==> src/rtl/rrid_pkg.sv <==
// ----------------------------------------------------------------------------
// rrid_pkg
// Shared types, constants and fixed-point helpers of the RRR arm dynamics unit.
// ----------------------------------------------------------------------------
package rrid_pkg;

  localparam int CORDIC_STEPS = 16;
  localparam int ATAN_LEN     = 24;
  localparam int CORDIC_LAT   = CORDIC_STEPS + 4;

  localparam int Z_W  = 36;
  localparam int XY_W = 34;

  localparam logic signed [Z_W-1:0] PI_Q30      = 36'sd3373259426;
  localparam logic signed [Z_W-1:0] HALF_PI_Q30 = 36'sd1686629713;
  localparam logic signed [Z_W-1:0] TWO_PI_Q30  = 36'sd6746518852;
  localparam logic signed [Z_W-1:0] PI3_Q30     = 36'sd10119778278;
  localparam logic signed [Z_W-1:0] PI4_Q30     = 36'sd13493037704;
  localparam logic signed [XY_W-1:0] CORDIC_GAIN_Q30 = 34'sd652032874;

  localparam logic signed [Z_W-1:0] ATAN_Q30 [ATAN_LEN] = '{
    36'sd843314856, 36'sd497837829, 36'sd263043836, 36'sd133525158,
    36'sd67021686,  36'sd33543515,  36'sd16775850,  36'sd8388437,
    36'sd4194282,   36'sd2097149,   36'sd1048575,   36'sd524287,
    36'sd262143,    36'sd131071,    36'sd65535,     36'sd32767,
    36'sd16383,     36'sd8191,      36'sd4095,      36'sd2047,
    36'sd1023,      36'sd511,       36'sd255,       36'sd127
  };

  localparam int Q_DEPTH = 4;
  localparam int Q_PTR_W = $clog2(Q_DEPTH);
  localparam int Q_CNT_W = $clog2(Q_DEPTH + 1);

  localparam int SAT_IN_W = 52;

  typedef enum logic [2:0] {
    REG_INERTIA_BASE   = 3'd0,
    REG_LINK2_COS_GAIN = 3'd1,
    REG_LINK3_COS_GAIN = 3'd2,
    REG_COUPLING_GAIN  = 3'd3,
    REG_SHOULDER_CONST = 3'd4,
    REG_ELBOW_CONST    = 3'd5,
    REG_GRAVITY_LINK2  = 3'd6,
    REG_GRAVITY_LINK3  = 3'd7
  } reg_idx_t;

  typedef struct packed {
    logic signed [31:0] inertia_base;
    logic signed [31:0] link2_cos_gain;
    logic signed [31:0] link3_cos_gain;
    logic signed [31:0] coupling_gain;
    logic signed [31:0] shoulder_inertia_const;
    logic signed [31:0] elbow_inertia_const;
    logic signed [31:0] gravity_link2;
    logic signed [31:0] gravity_link3;
  } cfg_t;

  typedef struct packed {
    logic signed [15:0] v0;
    logic signed [15:0] v1;
    logic signed [15:0] v2;
    logic signed [15:0] a0;
    logic signed [15:0] a1;
    logic signed [15:0] a2;
  } kin_t;

  typedef struct packed {
    logic signed [17:0] s2;
    logic signed [17:0] c2;
    logic signed [17:0] s3;
    logic signed [17:0] c3;
    logic signed [17:0] s23;
    logic signed [17:0] c23;
    kin_t               kin;
  } mid_t;

  typedef struct packed {
    logic signed [31:0] inertia_rate_0;
    logic signed [31:0] inertia_rate_1;
    logic signed [31:0] inertia_rate_2;
    logic signed [31:0] accel_coriolis_0;
    logic signed [31:0] accel_coriolis_1;
    logic signed [31:0] accel_coriolis_2;
    logic signed [31:0] gravity_load_1;
    logic signed [31:0] gravity_load_2;
    logic               saturated;
  } res_t;

  typedef struct packed {
    logic               clip;
    logic signed [31:0] val;
  } sat_t;

  function automatic logic signed [19:0] mul_trig(input logic signed [17:0] a,
                                                   input logic signed [17:0] b);
    logic signed [35:0] p;
    p = a * b;
    p = p + 36'sd32768;
    return p[35:16];
  endfunction

  function automatic logic signed [36:0] mul_rnd16(input logic signed [31:0] a,
                                                    input logic signed [20:0] b);
    logic signed [52:0] p;
    p = a * b;
    p = p + 53'sd32768;
    return p[52:16];
  endfunction

  function automatic logic signed [39:0] mul_rnd8(input logic signed [31:0] a,
                                                   input logic signed [15:0] b);
    logic signed [47:0] p;
    p = a * b;
    p = p + 48'sd128;
    return p[47:8];
  endfunction

  function automatic logic signed [47:0] mul_w16(input logic signed [31:0] a,
                                                  input logic signed [31:0] b);
    logic signed [63:0] p;
    p = a * b;
    p = p + 64'sd32768;
    return p[63:16];
  endfunction

  function automatic sat_t sat32(input logic signed [SAT_IN_W-1:0] x);
    sat_t r;
    if (x > 52'sd2147483647) begin
      r.clip = 1'b1;
      r.val  = 32'sh7fffffff;
    end else if (x < -52'sd2147483648) begin
      r.clip = 1'b1;
      r.val  = 32'sh80000000;
    end else begin
      r.clip = 1'b0;
      r.val  = x[31:0];
    end
    return r;
  endfunction

endpackage

==> src/rtl/rrid_queue.sv <==
// ----------------------------------------------------------------------------
// rrid_queue
// Short queue between the trig front end and the dynamics back end.
// ----------------------------------------------------------------------------
module rrid_queue import rrid_pkg::*; (
  input  logic clk,
  input  logic rst_n,
  input  logic push,
  input  mid_t wdata,
  output logic full,
  input  logic pop,
  output mid_t rdata,
  output logic empty
);

  mid_t               mem_r [Q_DEPTH];
  logic [Q_PTR_W-1:0] wptr_r, rptr_r;
  logic [Q_CNT_W-1:0] cnt_r, cnt_nxt;

  assign full  = (cnt_r == Q_CNT_W'(Q_DEPTH));
  assign empty = (cnt_r == '0);
  assign rdata = mem_r[rptr_r];

  always_comb begin
    unique case ({push, pop})
      2'b10:   cnt_nxt = cnt_r + Q_CNT_W'(1);
      2'b01:   cnt_nxt = cnt_r - Q_CNT_W'(1);
      default: cnt_nxt = cnt_r;
    endcase
  end

  always_ff @(posedge clk) begin
    if (!rst_n) begin
      wptr_r <= '0;
      rptr_r <= '0;
      cnt_r  <= '0;
    end else begin
      if (push) wptr_r <= wptr_r + Q_PTR_W'(1);
      if (pop)  rptr_r <= rptr_r + Q_PTR_W'(1);
      cnt_r <= cnt_nxt;
    end
  end

  always_ff @(posedge clk) begin
    if (push) begin
      mem_r[wptr_r] <= wdata;
    end
  end

`ifndef ASSERT_OFF
  a_cnt_bound: assert property (@(posedge clk) disable iff (!rst_n)
    cnt_r <= Q_CNT_W'(Q_DEPTH))
    else $error("queue count beyond depth");

  a_no_overflow: assert property (@(posedge clk) disable iff (!rst_n)
    !(push && full))
    else $error("push into full queue");

  a_no_underflow: assert property (@(posedge clk) disable iff (!rst_n)
    pop |-> !empty)
    else $error("pop from empty queue");
`endif

endmodule

==> config.mk <==
export PLATFORM = sky130hd
export DESIGN_NAME = rrid_queue
export DESIGN_NICKNAME = d
export VERILOG_FILES = /design/src/rtl/rrid_pkg.sv /design/src/rtl/rrid_queue.sv
export SDC_FILE = /design/constraint.sdc
export NUM_CORES = 1
export LEC_CHECK = 0
export BUFFER_PORTS_ARGS = -buffer_cell sky130_fd_sc_hd__buf_4
export CORE_ASPECT_RATIO = 0.6
export CORE_MARGIN = 2
export CORE_UTILIZATION = 45
export DETAILED_ROUTE_END_ITERATION = 8
export PLACE_DENSITY = 0.61
export SYNTH_ARGS = -nofsm -noshare
export SYNTH_HDL_FRONTEND = slang
export SYNTH_SLANG_ARGS = --single-unit
==> constraint.sdc <==
create_clock -name clk -period 6.4 [get_ports clk]
set_input_delay 0.32 -clock clk [delete_from_list [all_inputs] [get_ports clk]]
set_output_delay 0.32 -clock clk [all_outputs]
set_load 0.005 [all_outputs]
==> results of run 1 <==
## critical path: stages (launching register included)
cell and delay (ns):
dfxtp_4 0.71, buf_12 0.44, mux4_2 0.44, buf_4 0.17
## where the power goes
part	leakage [nW]	switching, mW	internal [mW]	total, mW
Combinational	4.18	0.586	0.711	1.30
Sequential	7.57	0.0569	6.21	6.27
Clock	1.15	1.89	2.41	4.30
Total	12.9	2.53	9.33	11.9
## Yosys cell counts (2+ instances only)
master | count | area share (%)
and2_1 | 10 | 0.21
buf_2 | 22 | 0.37
buf_6 | 19 | 0.72
clkbuf_1 | 5 | 0.063
dfxtp_1 | 9 | 0.60
edfxtp_1 | 816 | 82
ha_1 | 5 | 0.21
inv_1 | 6 | 0.075
mux4_2 | 204 | 15
nand2_1 | 2 | 0.025
o21ai_0 | 2 | 0.033
xnor2_1 | 2 | 0.059
xor2_1 | 3 | 0.088
## routing by layer
metal  GRT usage [%]  vias up  part of all wire, %
li1                -     6161                    -
met1           23.34     7340                   42
met2           27.62      323                   49
met3           5.505       77                  7.1
met4           4.416        4                  1.6
met5               0        -                0.041
## what timing repair did
item / 4_1_cts / 5_1_grt
setup buffers: 0 / 0
gates resized for setup: 0 / 0
endpoints found under the hold margin: 825 / 0
hold buffers: 206 / 0
## kinds of logic after synthesis
kind of cell	count (synthesis)	share of synthesized area [%]
AOI/OAI and AO/OA	3	0.05861
buffers and inverters	52	1.222
adders and majority gates	6	0.2763
muxes	205	15.40
and+or+nand+nor	16	0.3140
xor gates and xnor gates	5	0.1465
DFF	825	82.58
## final timing paths
kind	from	end	slack [ns]	cells after the start
worst max-delay path	flop	rdata[64]	3.27	3
worst min-delay path	pop	flop	0.08	3
worst max register to register	wptr_r[0]	mem_r[3][74]	3.91	3
worst min register to register	cnt_r[2]	cnt_r[2]	0.51	2
## final cells by class
class,count,area (um2)
Tap cell,900,1126
Clock buffer,94,2012
Sequential cell,825,24690
Antenna cell,5,12.51
Clock inverter,43,350.3
Multi-Input combinational cell,235,4852
Timing Repair Buffer,631,5340
Fill cell,4779,27540
Inverter,6,22.52
## sequential cells by signal (all words and copies together), names as in the netlist, named ones only
| register | cells |
|---|---|
| rptr_r | 2 |
| mem_r | 816 |
| wptr_r | 2 |
| cnt_r | 3 |
## through the flow
step / util [%] / cells / hold WS (ns) / total power, mW
after floorplan: - / 1112 / 0.4189 / 6.998
after global placement: 51.51 / 2391 / 0.4934 / 7.580
after detailed placement: 51.51 / 2391 / 0.5157 / 7.601
after CTS: 58.22 / 2734 / 0.02419 / 12.03
after global routing: 58.24 / 2738 / 0.05816 / 12.33
final: 58.24 / 2739 / 0.07986 / 11.87
==> reports/metrics.csv, run 1 <==
metric,value,unit
Min-Delay Path Class,in -> reg,
relative slew slack,27.94,%
Worst Path Arrival,2.81,ns
Die ar.,68570,um2
CTS tree,done,
Slew @ Worst Pin,1.081,ns
crit path kind,reg -> out,
Max VDD drop,0.2018,mV
Post-Syn Area,29890,um2
post-synthesis sequential area ratio,82.58,%
max-cap violations,0,
Post-Route Setup TNS,0,ns
DRC viols,0,
antenna violations before repair,6,
Post-synth EDFFs,816,
vias in the first global route,14810,
PortBufs,413,
final wirelength,58990,um
DIE HEIGHT,203.6,um
syn nets,1326,
pre-CTS WS,3.858,ns
Mapped Cells,1112,
DR vias/cell,5.077,
Final nets,1988,
Syn Area/Cell,26.88,um2
RSZ-0062 raised after global routing,false,
placed cell areas,33970,um2
DPL Wire Length,33500,um
post-detailed-route count of antenna-violating nets,0,
CP endpoint kind,output port,
DR iter-0 viols,817,
I/O pin total,414,
"Top FF cell, synth",edfxtp_1,
Clock Tree Root,clkbuf_16,
cts bufs inserted,75,
Die W,336.7,um
CP Launch Type,flop,
# clock sinks,825,
Max Clk Rate,0.3196,GHz
Setup Skew,0.01302,ns
Max Slew Vio Count,0,
pwr/cell area,308.9,nW/um2
starting density of the core,45.33,%
Rows,73,
vias,13905,
"most common cell after layout, fill and taps aside",edfxtp_1,
worst skew pair latency,0.60,ns
leakage power,12.90,nW
drt pass-1 iters,4,
status,finished clean,
global-route usage over all layers,17.32,%
first-pass GRT wire length,88580,um
H-tree levels,3,
final period utilization,48.88,%
per-cell routed wire length,21.54,um
yosys warns,0,
CTS max path bufs,3,
Netlist cell types,20,
largest net degree at the start of global routing,116,
"Design Area, Final",38410,um2
share of layout cells above drive strength 1,40.35,%
Synth async-reset ratio,0,%
final worst slack,3.272,ns
global placer's final weighted congestion,0.7115,
setup violators final,0,
"commonest cells after routing, fill and taps aside","816 x edfxtp_1, 418 x buf_4, 206 x dlygate4sd3_1",
Worst Path Max Fanout,115,
clock slew at reported path FFs,0.06,ns
data required time at the worst endpoint,6.08,ns
Area Growth Syn to Fin,28.49,%
Final min period,3.128,ns
Final Hold Fails,0,
"Remaining Overflow, GRT",0,
Core Region,65950,um2
Yosys reg bits,825,
No activity file was read; power rests on OpenSTA's default activity.
==> run 2, diff against run 1 <==
- PLACE_DENSITY: 0.61 -> 0.63
- clock period: 6.4 -> 2.64 ns (I/O delays scaled with it)
==> run 2 against run 1 <==
First-iteration DRC count rose by 21%. Setup slack worse by 3.1 ns. Combinational power increased to 2.5 times the previous value. Utilization up 0.80 points. Via count grew 0.96%. Critical path type unchanged. Worst hold slack gained 0.20 ns. Highest routed layer unchanged. Largest cell class unchanged. Largest power group unchanged. Clock skew down 0.0031 ns. Routed wire length grew 3.0%.
==> reports/metrics.csv, run 2 (synthesis gave the netlist of run 1 again) <==
metric,value,unit
max reg flops,816,
post-CTS setup repair buffer count,0,
fin util,59.04,%
Max Slew Vio Count,0,
antenna violations before repair,2,
global-route usage over all layers,17.88,%
clock slew at reported path FFs,0.07,ns
worst skew pair latency,0.60,ns
first-pass GRT wire length,91490,um
Rows,73,
post-CTS resize count,0,
placed cell areas,34350,um2
CTS tree,done,
vias in the first global route,14880,
Setup Skew,0.009873,ns
CP Launch Type,flop,
I/O pin total,414,
setup violators final,0,
DR vias/cell,5.090,
Die ar.,68570,um2
DR iter-0 viols,989,
cts bufs inserted,75,
H-tree levels,3,
Core Region,65950,um2
share of layout cells above drive strength 1,41.43,%
max-cap violations,0,
data required time at the worst endpoint,2.51,ns
worst r2r src,wptr_r[0],
Worst Hold Launch,wdata[112],
crit path kind,reg -> out,
Clock Tree Root,clkbuf_16,
M1 GR Usage,25.01,%
met3 Use GR,5.192,%
post-detailed-route count of antenna-violating nets,0,
DPL Wire Length,36820,um
Worst Path Arrival,2.35,ns
Worst Path Max Fanout,17,
M2 GR Usage,27.95,%
biggest regs,"mem_r (816), cnt_r (3)",
final period utilization,94.02,%
Largest Register,mem_r,
Area Growth Syn to Fin,30.26,%
pwr/cell area,758.7,nW/um2
"Most Used Layer, Global Route",met2,
final wirelength,60760,um
DIE HEIGHT,203.6,um
WHS,0.2756,ns
Post-Route Setup TNS,0,ns
largest net degree at the start of global routing,75,
"commonest cells after routing, fill and taps aside","816 x edfxtp_1, 431 x buf_4, 208 x dlygate4sd3_1",
relative slew slack,66.09,%
PortBufs,413,
DRC viols,0,
Min-Delay Path Class,in -> reg,
# clock sinks,825,
starting density of the core,45.33,%
Fill cells,4777,
"most common cell after layout, fill and taps aside",edfxtp_1,
Max VDD drop,0.6072,mV
CTS max path bufs,3,
"Remaining Overflow, GRT",0,
Slew @ Worst Pin,0.5087,ns
Hold Buf Count CTS,208,
vias,14038,
drt pass-1 iters,5,
Final nets,2017,
"Design Area, Final",38940,um2
status,finished clean,
RSZ-0062 raised after global routing,false,
Final Hold Fails,0,
leakage power,13.16,nW
Max Clk Rate,0.4029,GHz
per-cell routed wire length,22.03,um
Final min period,2.482,ns
Die W,336.7,um
global placer's final weighted congestion,0.7298,
CP endpoint kind,output port,
-- run 2: final timing paths --
check                           slack, ns       endpoint  cells after the start
worst max-delay path                 0.16     rdata[185]                      4
worst min-delay path                 0.28  mem_r[3][112]                      2
worst max register to register       0.86  mem_r[2][200]                      4
worst min register to register       0.53       cnt_r[2]                      2
-- run 2: metal layers --
metal | vias up | share of wire [%] | wire length [um]
li1 | 6199 | - | -
met1 | 7411 | 43 | 26170
met2 | 342 | 48 | 29310
met3 | 82 | 6.9 | 4182
met4 | 4 | 1.8 | 1067
met5 | - | 0.041 | 25
-- run 2: worst max-delay path, stage by stage (launching register included) --
cell and delay [ns]:
dfxtp_4 0.54, buf_12 0.26, buf_4 0.24, mux4_2 0.54
buf_4 0.15
-- run 2: report_power, final --
| group | leakage [nW] | internal (mW) | total (mW) | switching (mW) |
|---|---|---|---|---|
| logic | 4.38 | 1.81 | 3.26 | 1.45 |
| clock network | 1.21 | 6.53 | 11.1 | 4.56 |
| registers | 7.57 | 15.0 | 15.2 | 0.144 |
-- run 2: area by class of cell --
| cell class | instances | area [um2] | area share (%) |
|---|---|---|---|
| timing repair buffer | 660 | 5738 | 14.74 |
| multi-input combinational | 235 | 4852 | 12.46 |
| tap | 900 | 1126 | 2.892 |
| antenna | 2 | 5.005 | 0.01285 |
| sequential | 825 | 24690 | 63.41 |
| inverter | 6 | 22.52 | 0.05784 |
| clock inverter | 38 | 475.5 | 1.221 |
| clock buffer | 92 | 2026 | 5.203 |
-- run 2: metrics by stage --
step	power [mW]	worst slack, ns	std cells
after floorplan	16.87	0.2237	1112
after global placement	18.46	0.7533	2418
after detailed placement	18.53	0.7522	2418
after CTS	29.92	0.05452	2756
after global routing	30.61	0.01099	2756
final	29.54	0.1579	2758
